## src/rtl/core/elfnote_pkg.sv

```systemverilog
`timescale 1ns / 1ps
`default_nettype none

package elfnote_pkg;

  // Fixed header size of one note record, in bytes
  localparam int unsigned HDR_BYTES = 12;

  // Parser phase codes, which double as the byte role codes
  localparam logic [2:0] PH_HEADER   = 3'd0;
  localparam logic [2:0] PH_NAME     = 3'd1;
  localparam logic [2:0] PH_NAME_PAD = 3'd2;
  localparam logic [2:0] PH_DESC     = 3'd3;
  localparam logic [2:0] PH_DESC_PAD = 3'd4;

  // Sticky error codes
  localparam logic [1:0] ERR_NONE      = 2'd0;
  localparam logic [1:0] ERR_TRUNC_HDR = 2'd1;
  localparam logic [1:0] ERR_TRUNC_PAY = 2'd2;

  localparam logic [31:0] BUILD_ID_TYPE = 32'd3;
  localparam logic [31:0] GNU_NAME_LEN  = 32'd4;

  typedef struct packed {
    logic [2:0]  role;
    logic [31:0] ntype;
    logic        done;
    logic        bid;
    logic [1:0]  err;
  } result_t;

  // Expected bytes of the "GNU\0" owner name
  function automatic logic [7:0] gnu_byte(input logic [1:0] pos);
    logic [7:0] val;
    case (pos)
      2'd0:    val = 8'h47;
      2'd1:    val = 8'h4E;
      2'd2:    val = 8'h55;
      default: val = 8'h00;
    endcase
    return val;
  endfunction

  // Zero padding up to the next multiple of 4
  function automatic logic [1:0] pad_of(input logic [31:0] len);
    return 2'(3'd4 - {1'b0, len[1:0]});
  endfunction

endpackage

`default_nettype wire

```

## src/rtl/core/elf_note_record_deframer_top.sv

```systemverilog
// An accepted input byte's result is on the output register in the cycle after it is accepted.
// Throughput: one byte per cycle; a new byte is taken only while
// the output register is empty or being drained in the same cycle.
// Reset (rst, synchronous) returns the parser to the start of a header,
// clears lengths, type, build-id tracking, the sticky error and big_endian.
`timescale 1ns / 1ps
`default_nettype none

module elf_note_record_deframer_top (
  input  wire logic        clk,
  input  wire logic        rst,
  input  wire logic        cfg_valid,
  output logic             cfg_ready,
  input  wire logic        cfg_data,
  input  wire logic        in_valid,
  output logic             in_ready,
  input  wire logic [7:0]  data_byte,
  input  wire logic        section_last,
  output logic             out_valid,
  input  wire logic        out_ready,
  output logic [2:0]       byte_role,
  output logic [31:0]      note_type,
  output logic             record_done,
  output logic             build_id_byte,
  output logic [1:0]       error_code
);

  import elfnote_pkg::*;

  logic        big_endian;
  logic [2:0]  phase, phase_next;
  logic [31:0] remaining, remaining_next;
  logic [3:0]  hdr_idx, hdr_idx_next;
  logic [31:0] word_gather, word_gather_next;
  logic [31:0] name_length, name_length_next;
  logic [31:0] desc_length, desc_length_next;
  logic [31:0] record_type, record_type_next;
  logic [2:0]  name_pos, name_pos_next;
  logic        name_matches, name_matches_next;
  logic        build_id_taken, build_id_taken_next;
  logic        build_id_live, build_id_live_next;
  logic [1:0]  error_latch, error_latch_next;
  result_t     res, res_next;

  logic        accept;
  logic        go_name, go_desc, finish, last_rem;
  logic [31:0] gather_base;
  logic [1:0]  pad;

  assign cfg_ready = 1'b1;
  assign in_ready  = !out_valid || out_ready;
  assign accept    = in_valid && in_ready;
  assign last_rem  = (remaining == 32'd1);

  always_comb begin
    phase_next          = phase;
    remaining_next      = remaining;
    hdr_idx_next        = hdr_idx;
    word_gather_next    = word_gather;
    name_length_next    = name_length;
    desc_length_next    = desc_length;
    record_type_next    = record_type;
    name_pos_next       = name_pos;
    name_matches_next   = name_matches;
    build_id_taken_next = build_id_taken;
    build_id_live_next  = build_id_live;
    error_latch_next    = error_latch;
    go_name             = 1'b0;
    go_desc             = 1'b0;
    finish              = 1'b0;
    gather_base         = '0;
    pad                 = '0;
    res_next.role       = phase;
    res_next.ntype      = record_type;
    res_next.done       = 1'b0;
    res_next.bid        = 1'b0;
    res_next.err        = ERR_NONE;

    case (phase)
      PH_NAME: begin
        if (name_pos[2] || data_byte != gnu_byte(name_pos[1:0])) begin
          name_matches_next = 1'b0;
        end
        if (!name_pos[2]) begin
          name_pos_next = name_pos + 3'd1;
        end
        remaining_next = remaining - 32'd1;
        if (last_rem) begin
          pad = pad_of(name_length);
          if (pad != 2'd0) begin
            phase_next     = PH_NAME_PAD;
            remaining_next = {30'd0, pad};
          end else begin
            go_desc = 1'b1;
          end
        end
      end
      PH_NAME_PAD: begin
        remaining_next = remaining - 32'd1;
        if (last_rem) begin
          go_desc = 1'b1;
        end
      end
      PH_DESC: begin
        res_next.bid   = build_id_live;
        remaining_next = remaining - 32'd1;
        if (last_rem) begin
          pad = pad_of(desc_length);
          if (pad != 2'd0) begin
            phase_next     = PH_DESC_PAD;
            remaining_next = {30'd0, pad};
          end else begin
            finish = 1'b1;
          end
        end
      end
      PH_DESC_PAD: begin
        remaining_next = remaining - 32'd1;
        if (last_rem) begin
          finish = 1'b1;
        end
      end
      default: begin
        res_next.role  = PH_HEADER;
        res_next.ntype = '0;
        gather_base    = (hdr_idx[1:0] == 2'd0) ? 32'd0 : word_gather;
        if (big_endian) begin
          word_gather_next = {gather_base[23:0], data_byte};
        end else begin
          case (hdr_idx[1:0])
            2'd0:    word_gather_next = gather_base | {24'd0, data_byte};
            2'd1:    word_gather_next = gather_base | {16'd0, data_byte, 8'd0};
            2'd2:    word_gather_next = gather_base | {8'd0, data_byte, 16'd0};
            default: word_gather_next = gather_base | {data_byte, 24'd0};
          endcase
        end
        if (hdr_idx[1:0] == 2'd3) begin
          case (hdr_idx[3:2])
            2'd0:    name_length_next = word_gather_next;
            2'd1:    desc_length_next = word_gather_next;
            default: record_type_next = word_gather_next;
          endcase
        end
        if (hdr_idx == 4'(HDR_BYTES - 1)) begin
          name_matches_next = (name_length == GNU_NAME_LEN);
          res_next.ntype    = record_type_next;
          go_name           = 1'b1;
        end else begin
          hdr_idx_next = hdr_idx + 4'd1;
        end
      end
    endcase

    if (go_name) begin
      if (name_length_next != 32'd0) begin
        phase_next     = PH_NAME;
        remaining_next = name_length_next;
        name_pos_next  = '0;
      end else begin
        go_desc = 1'b1;
      end
    end

    if (go_desc) begin
      if (desc_length_next != 32'd0) begin
        phase_next         = PH_DESC;
        remaining_next     = desc_length_next;
        build_id_live_next = (record_type_next == BUILD_ID_TYPE) && name_matches_next
                             && !build_id_taken;
        if (build_id_live_next) begin
          build_id_taken_next = 1'b1;
        end
      end else begin
        finish = 1'b1;
      end
    end

    if (finish) begin
      phase_next         = PH_HEADER;
      hdr_idx_next       = '0;
      remaining_next     = '0;
      build_id_live_next = 1'b0;
    end

    // Section end: restart at a header; if cut short, latch the first error
    if (section_last) begin
      if (!finish && error_latch == ERR_NONE) begin
        error_latch_next = (phase_next == PH_HEADER) ? ERR_TRUNC_HDR : ERR_TRUNC_PAY;
      end
      phase_next         = PH_HEADER;
      hdr_idx_next       = '0;
      remaining_next     = '0;
      build_id_live_next = 1'b0;
    end

    res_next.done = finish;
    res_next.err  = error_latch_next;
  end

  always_ff @(posedge clk) begin
    if (rst) begin
      big_endian     <= 1'b0;
      phase          <= PH_HEADER;
      remaining      <= '0;
      hdr_idx        <= '0;
      word_gather    <= '0;
      name_length    <= '0;
      desc_length    <= '0;
      record_type    <= '0;
      name_pos       <= '0;
      name_matches   <= 1'b1;
      build_id_taken <= 1'b0;
      build_id_live  <= 1'b0;
      error_latch    <= ERR_NONE;
      out_valid      <= 1'b0;
    end else begin
      if (cfg_valid && cfg_ready) begin
        big_endian <= cfg_data;
      end
      if (accept) begin
        phase          <= phase_next;
        remaining      <= remaining_next;
        hdr_idx        <= hdr_idx_next;
        word_gather    <= word_gather_next;
        name_length    <= name_length_next;
        desc_length    <= desc_length_next;
        record_type    <= record_type_next;
        name_pos       <= name_pos_next;
        name_matches   <= name_matches_next;
        build_id_taken <= build_id_taken_next;
        build_id_live  <= build_id_live_next;
        error_latch    <= error_latch_next;
        out_valid      <= 1'b1;
      end else if (out_ready) begin
        out_valid <= 1'b0;
      end
    end
  end

  // Result register holds until drained
  always_ff @(posedge clk) begin
    if (accept) begin
      res <= res_next;
    end
  end

  assign byte_role     = res.role;
  assign note_type     = res.ntype;
  assign record_done   = res.done;
  assign build_id_byte = res.bid;
  assign error_code    = res.err;

  a_err_sticky: assert property (@(posedge clk) disable iff (rst)
    (error_latch != ERR_NONE) |=> (error_latch == $past(error_latch)))
    else $error("sticky error changed");

  a_bid_desc: assert property (@(posedge clk) disable iff (rst)
    (out_valid && build_id_byte) |-> (byte_role == PH_DESC && note_type == BUILD_ID_TYPE))
    else $error("build-id flag outside a type 3 descriptor");

  a_live_taken: assert property (@(posedge clk) disable iff (rst)
    build_id_live |-> (build_id_taken && (phase == PH_DESC || phase == PH_DESC_PAD)))
    else $error("build-id live without being taken");

  a_hdr_idx: assert property (@(posedge clk) disable iff (rst)
    hdr_idx < 4'(HDR_BYTES))
    else $error("header index out of range");

endmodule

`default_nettype wire
```

## config.mk

```make
export PLATFORM = sky130hd
export DESIGN_NAME = elf_note_record_deframer_top
export DESIGN_NICKNAME = d
export VERILOG_FILES = /design/src/rtl/core/elfnote_pkg.sv /design/src/rtl/core/elf_note_record_deframer_top.sv
export SDC_FILE = /design/constraint.sdc
export NUM_CORES = 1
export LEC_CHECK = 0
export ABC_AREA = 1
export BUFFER_PORTS_ARGS = -buffer_cell sky130_fd_sc_hd__buf_2
export CELL_PAD_IN_SITES_DETAIL_PLACEMENT = 1
export CELL_PAD_IN_SITES_GLOBAL_PLACEMENT = 1
export CORE_MARGIN = 4
export CORE_UTILIZATION = 48
export CTS_CLUSTER_SIZE = 12
export DETAILED_ROUTE_END_ITERATION = 6
export MAX_ROUTING_LAYER = met4
export PLACE_DENSITY = 0.95
export SLEW_MARGIN = 30
export SYNTH_ARGS = -nofsm -noshare
export SYNTH_HDL_FRONTEND = slang
export SYNTH_SLANG_ARGS = --single-unit
```

## constraint.sdc

```tcl
create_clock -name clk -period 4.9 [get_ports clk]
set_input_delay 0.735 -clock clk [delete_from_list [all_inputs] [get_ports clk]]
set_output_delay 0.735 -clock clk [all_outputs]
set_load 0.01 [all_outputs]
```

==> flow_summary.ini <==
[synthesis]
syn_area_um2 = 12600
syn-mean-instance-area_um2 = 6.55
ys_top_cells_by_area = dfxtp_1 (28%), nand2_1 (13%), edfxtp_1 (9.3%)
synth_warnings = 0
synth_seq_area_share_pct = 37.4
synth_top_area_cell = dfxtp_1
synth_seq_cells = 216
syn_nets = 1952
synth.distinct_cells = 46
synth_top_area_share_pct = 28.1
syn_inst = 1925

[power_and_ir_drop]
powerDensity_nw_per_um2 = 338
static-leakage-power_uw = 0.00666
total_power_uw = 4700
ir_drop_mv = 0.364

[setup_path]
reg2reg_from = hdr_idx[0]
worstPathRequired_ns = 5.36
cp_max_fo = 52
rr_worst_depth = 15
critical_path_class = reg -> reg
startpoint_type = flop
arrival_ns = 4.93
setup.worst_path.start = hdr_idx[0]
crit_path_end_kind = flop

[worst_hold_path]
holdPathStages = 3
hold_class = in -> reg
worstHoldStart = cfg_data

[route]
drc = 0
wl_met2_um = 23400
routedLengthMet1_um = 20000
drtIter0Drc = 1642
drt_first_pass_iters = 6
post_drt_wl_per_cell_um = 22.4
viasPerCell = 6.09
highest_layer = met4
ant_nets = 0
num_vias = 13882
met3_length_um = 4840
wl_um = 51000

[timing]
final-setup-viol-count = 0
fin_setup_tns_ns = 0
min_period_ns = 4.47
drv_slew = 0
final_hold_viol_count = 0
slew_headroom_pct = 37.8
timing.fmax_mhz = 224
worstMarginPinSlew_ns = 0.923
grt_setup_unrepaired = no
min_period_over_period_pct = 91.2
skew_ns = 0.0130

[final_layout]
nets = 1952
drive_gt1_share_pct = 8.13
num_antenna_cells = 0
syn2layout_area_growth_pct = 10.0

[die]
core_um2 = 26000
die_width_um = 170
ios = 57
start_util_pct = 48.6
dieArea_um2 = 28900
rows = 59
die-height_um = 170

[global_route]
gr-total-overflow = 0
antenna_found_initial = 0
grt.total_usage_pct = 35.5
grt_first_pass_wirelength_um = 79500
grt_pass1_vias = 14263
grt_max_degree = 92

[placed_design]
hpwl_um = 34500
gp_congestion = 0.983
port-buffer-count = 55

[clocking]
cts_hold_buf = 0
cts_tree = done
clk_pin_slew_worst_paths_ns = 0.07
clockBufferDepth = 3
htree_levels = 1
clk-insertion-delay-late_ns = 0.54
root_buffer = clkbuf_16
cts_inserted_buffers = 25
cts.sinks = 216

[status]
status = finished, final reports clean

[flow_run]
drv_cap = 0
## registers in the layout, indices dropped and copies added, names as in the netlist
signal and count:
note_type 32, word_gather 32, record_type 32, phase 3, byte_role 3, remaining 32, name_pos 3, build_id_live 1
error_latch 2, hdr_idx 4, big_endian 1, build_id_byte 1, desc_length 32, build_id_taken 1, error_code 2, name_matches 1
record_done 1, out_valid 1, name_length 32
## cell usage in the layout, fill, tap and decap left out, types with 22 or more instances in the layout
cell type / synthesis / final
nand3_1: 108 / 108
buf_4: 9 / 24
a21oi_1: 153 / 153
nand2_1: 452 / 451
o211ai_1: 22 / 22
nor2_1: 185 / 184
dfxtp_1: 177 / 177
clkbuf_16: 0 / 25
buf_2: 17 / 54
o21ai_1: 54 / 56
nand4_1: 30 / 30
o21ai_0: 214 / 212
edfxtp_1: 39 / 39
inv_1: 247 / 245
## timing repair
action / CTS / global route
buffers inserted: 0 / 0
endpoints found under the setup margin: 0 / 1
resized for setup: 0 / 1
hold endpoints to repair: 0 / 0
## worst max-delay path, stage by stage (launching register included)
cell	delay, ns
dfxtp_1	0.42
inv_1	0.12
ha_1	0.34
inv_2	0.48
nand2_1	0.18
o21ai_0	0.65
nand2_1	0.15
o21ai_1	0.29
nor2_1	0.12
nand2_1	0.11
nor2_1	0.08
nand4_1	0.15
nand3_4	0.47
nor2_1	0.51
nand2_1	0.10
a21oi_1	0.15
## cells by family (layout without fill, tap and decap cells)
logic type / count (synthesis) / count (layout) / share of synthesized area [%]
multiplexers: 1 / 1 / 0.0793
AND/OR/NAND/NOR: 843 / 843 / 28.5
flip-flops: 216 / 216 / 37.4
AO/OA/AOI/OAI: 461 / 461 / 19.1
XOR/XNOR: 29 / 29 / 2.01
other: 1 / 1 / 0.0297
adder cells (fa/ha/maj): 12 / 12 / 1.19
buffers and inverters: 362 / 381 / 11.7
## path summary, 6_finish.rpt
| path | to | slack (ns) |
|---|---|---|
| setup / recovery | build_id_live | 0.43 |
| hold / removal | big_endian | 0.45 |
| setup reg to reg | build_id_live | 0.43 |
| hold reg to reg | remaining[1] | 0.47 |
## where the power goes
group          switching [uW]  internal (uW)
Combinational             510            172
Sequential               56.3           1900
Clock                     806           1250
Total                    1370           3330
## stage by stage
| stage | utilization [%] | cell area (um2) | setup slack [ns] | cells | hold slack, ns |
|---|---|---|---|---|---|
| after floorplan | - | 12600 | 2.00 | 1925 | 0.424 |
| after global placement | 50.0 | 13000 | 0.831 | 2233 | 0.438 |
| after detailed placement | 50.0 | 13000 | 0.621 | 2233 | 0.463 |
| after CTS | 53.4 | 13900 | 0.418 | 2279 | 0.446 |
| after global routing | 53.4 | 13900 | 0.254 | 2279 | 0.492 |
| final | 53.4 | 13900 | 0.429 | 2279 | 0.453 |
## cell usage after synthesis, drive strengths merged
master,n
a211oi,2
a21boi,2
a21oi,154
a221oi,1
a31oi,6
and3,1
buf,40
clkbuf,66
conb,1
dfxtp,177
edfxtp,39
ha,12
inv,256
mux2i,1
nand2,459
nand3,113
nand3b,10
nand4,31
nor2,193
nor3,19
nor4,10
o2111ai,2
o211ai,22
o21a,2
o21ai,268
o22ai,1
o31ai,1
or2,6
or3,1
xnor2,11
xor2,18
## metal layers
metal  vias to the layer above  global-route usage (%)
met2                       758                    56.6
li1                       6248                       -
met1                      6688                    43.6
met5                         -                       -
met3                       188                    6.62
met4                         0                    16.6
## final cells by class
cell class,instances,area (um2)
multi-input combinational,1347,6440
inverter,256,965
timing repair buffer,79,462
fill,3479,12100
sequential,216,4710
tap,335,419
clock buffer,35,693
clock inverter,11,184
Note: power is estimated with default switching activity, not from simulation.
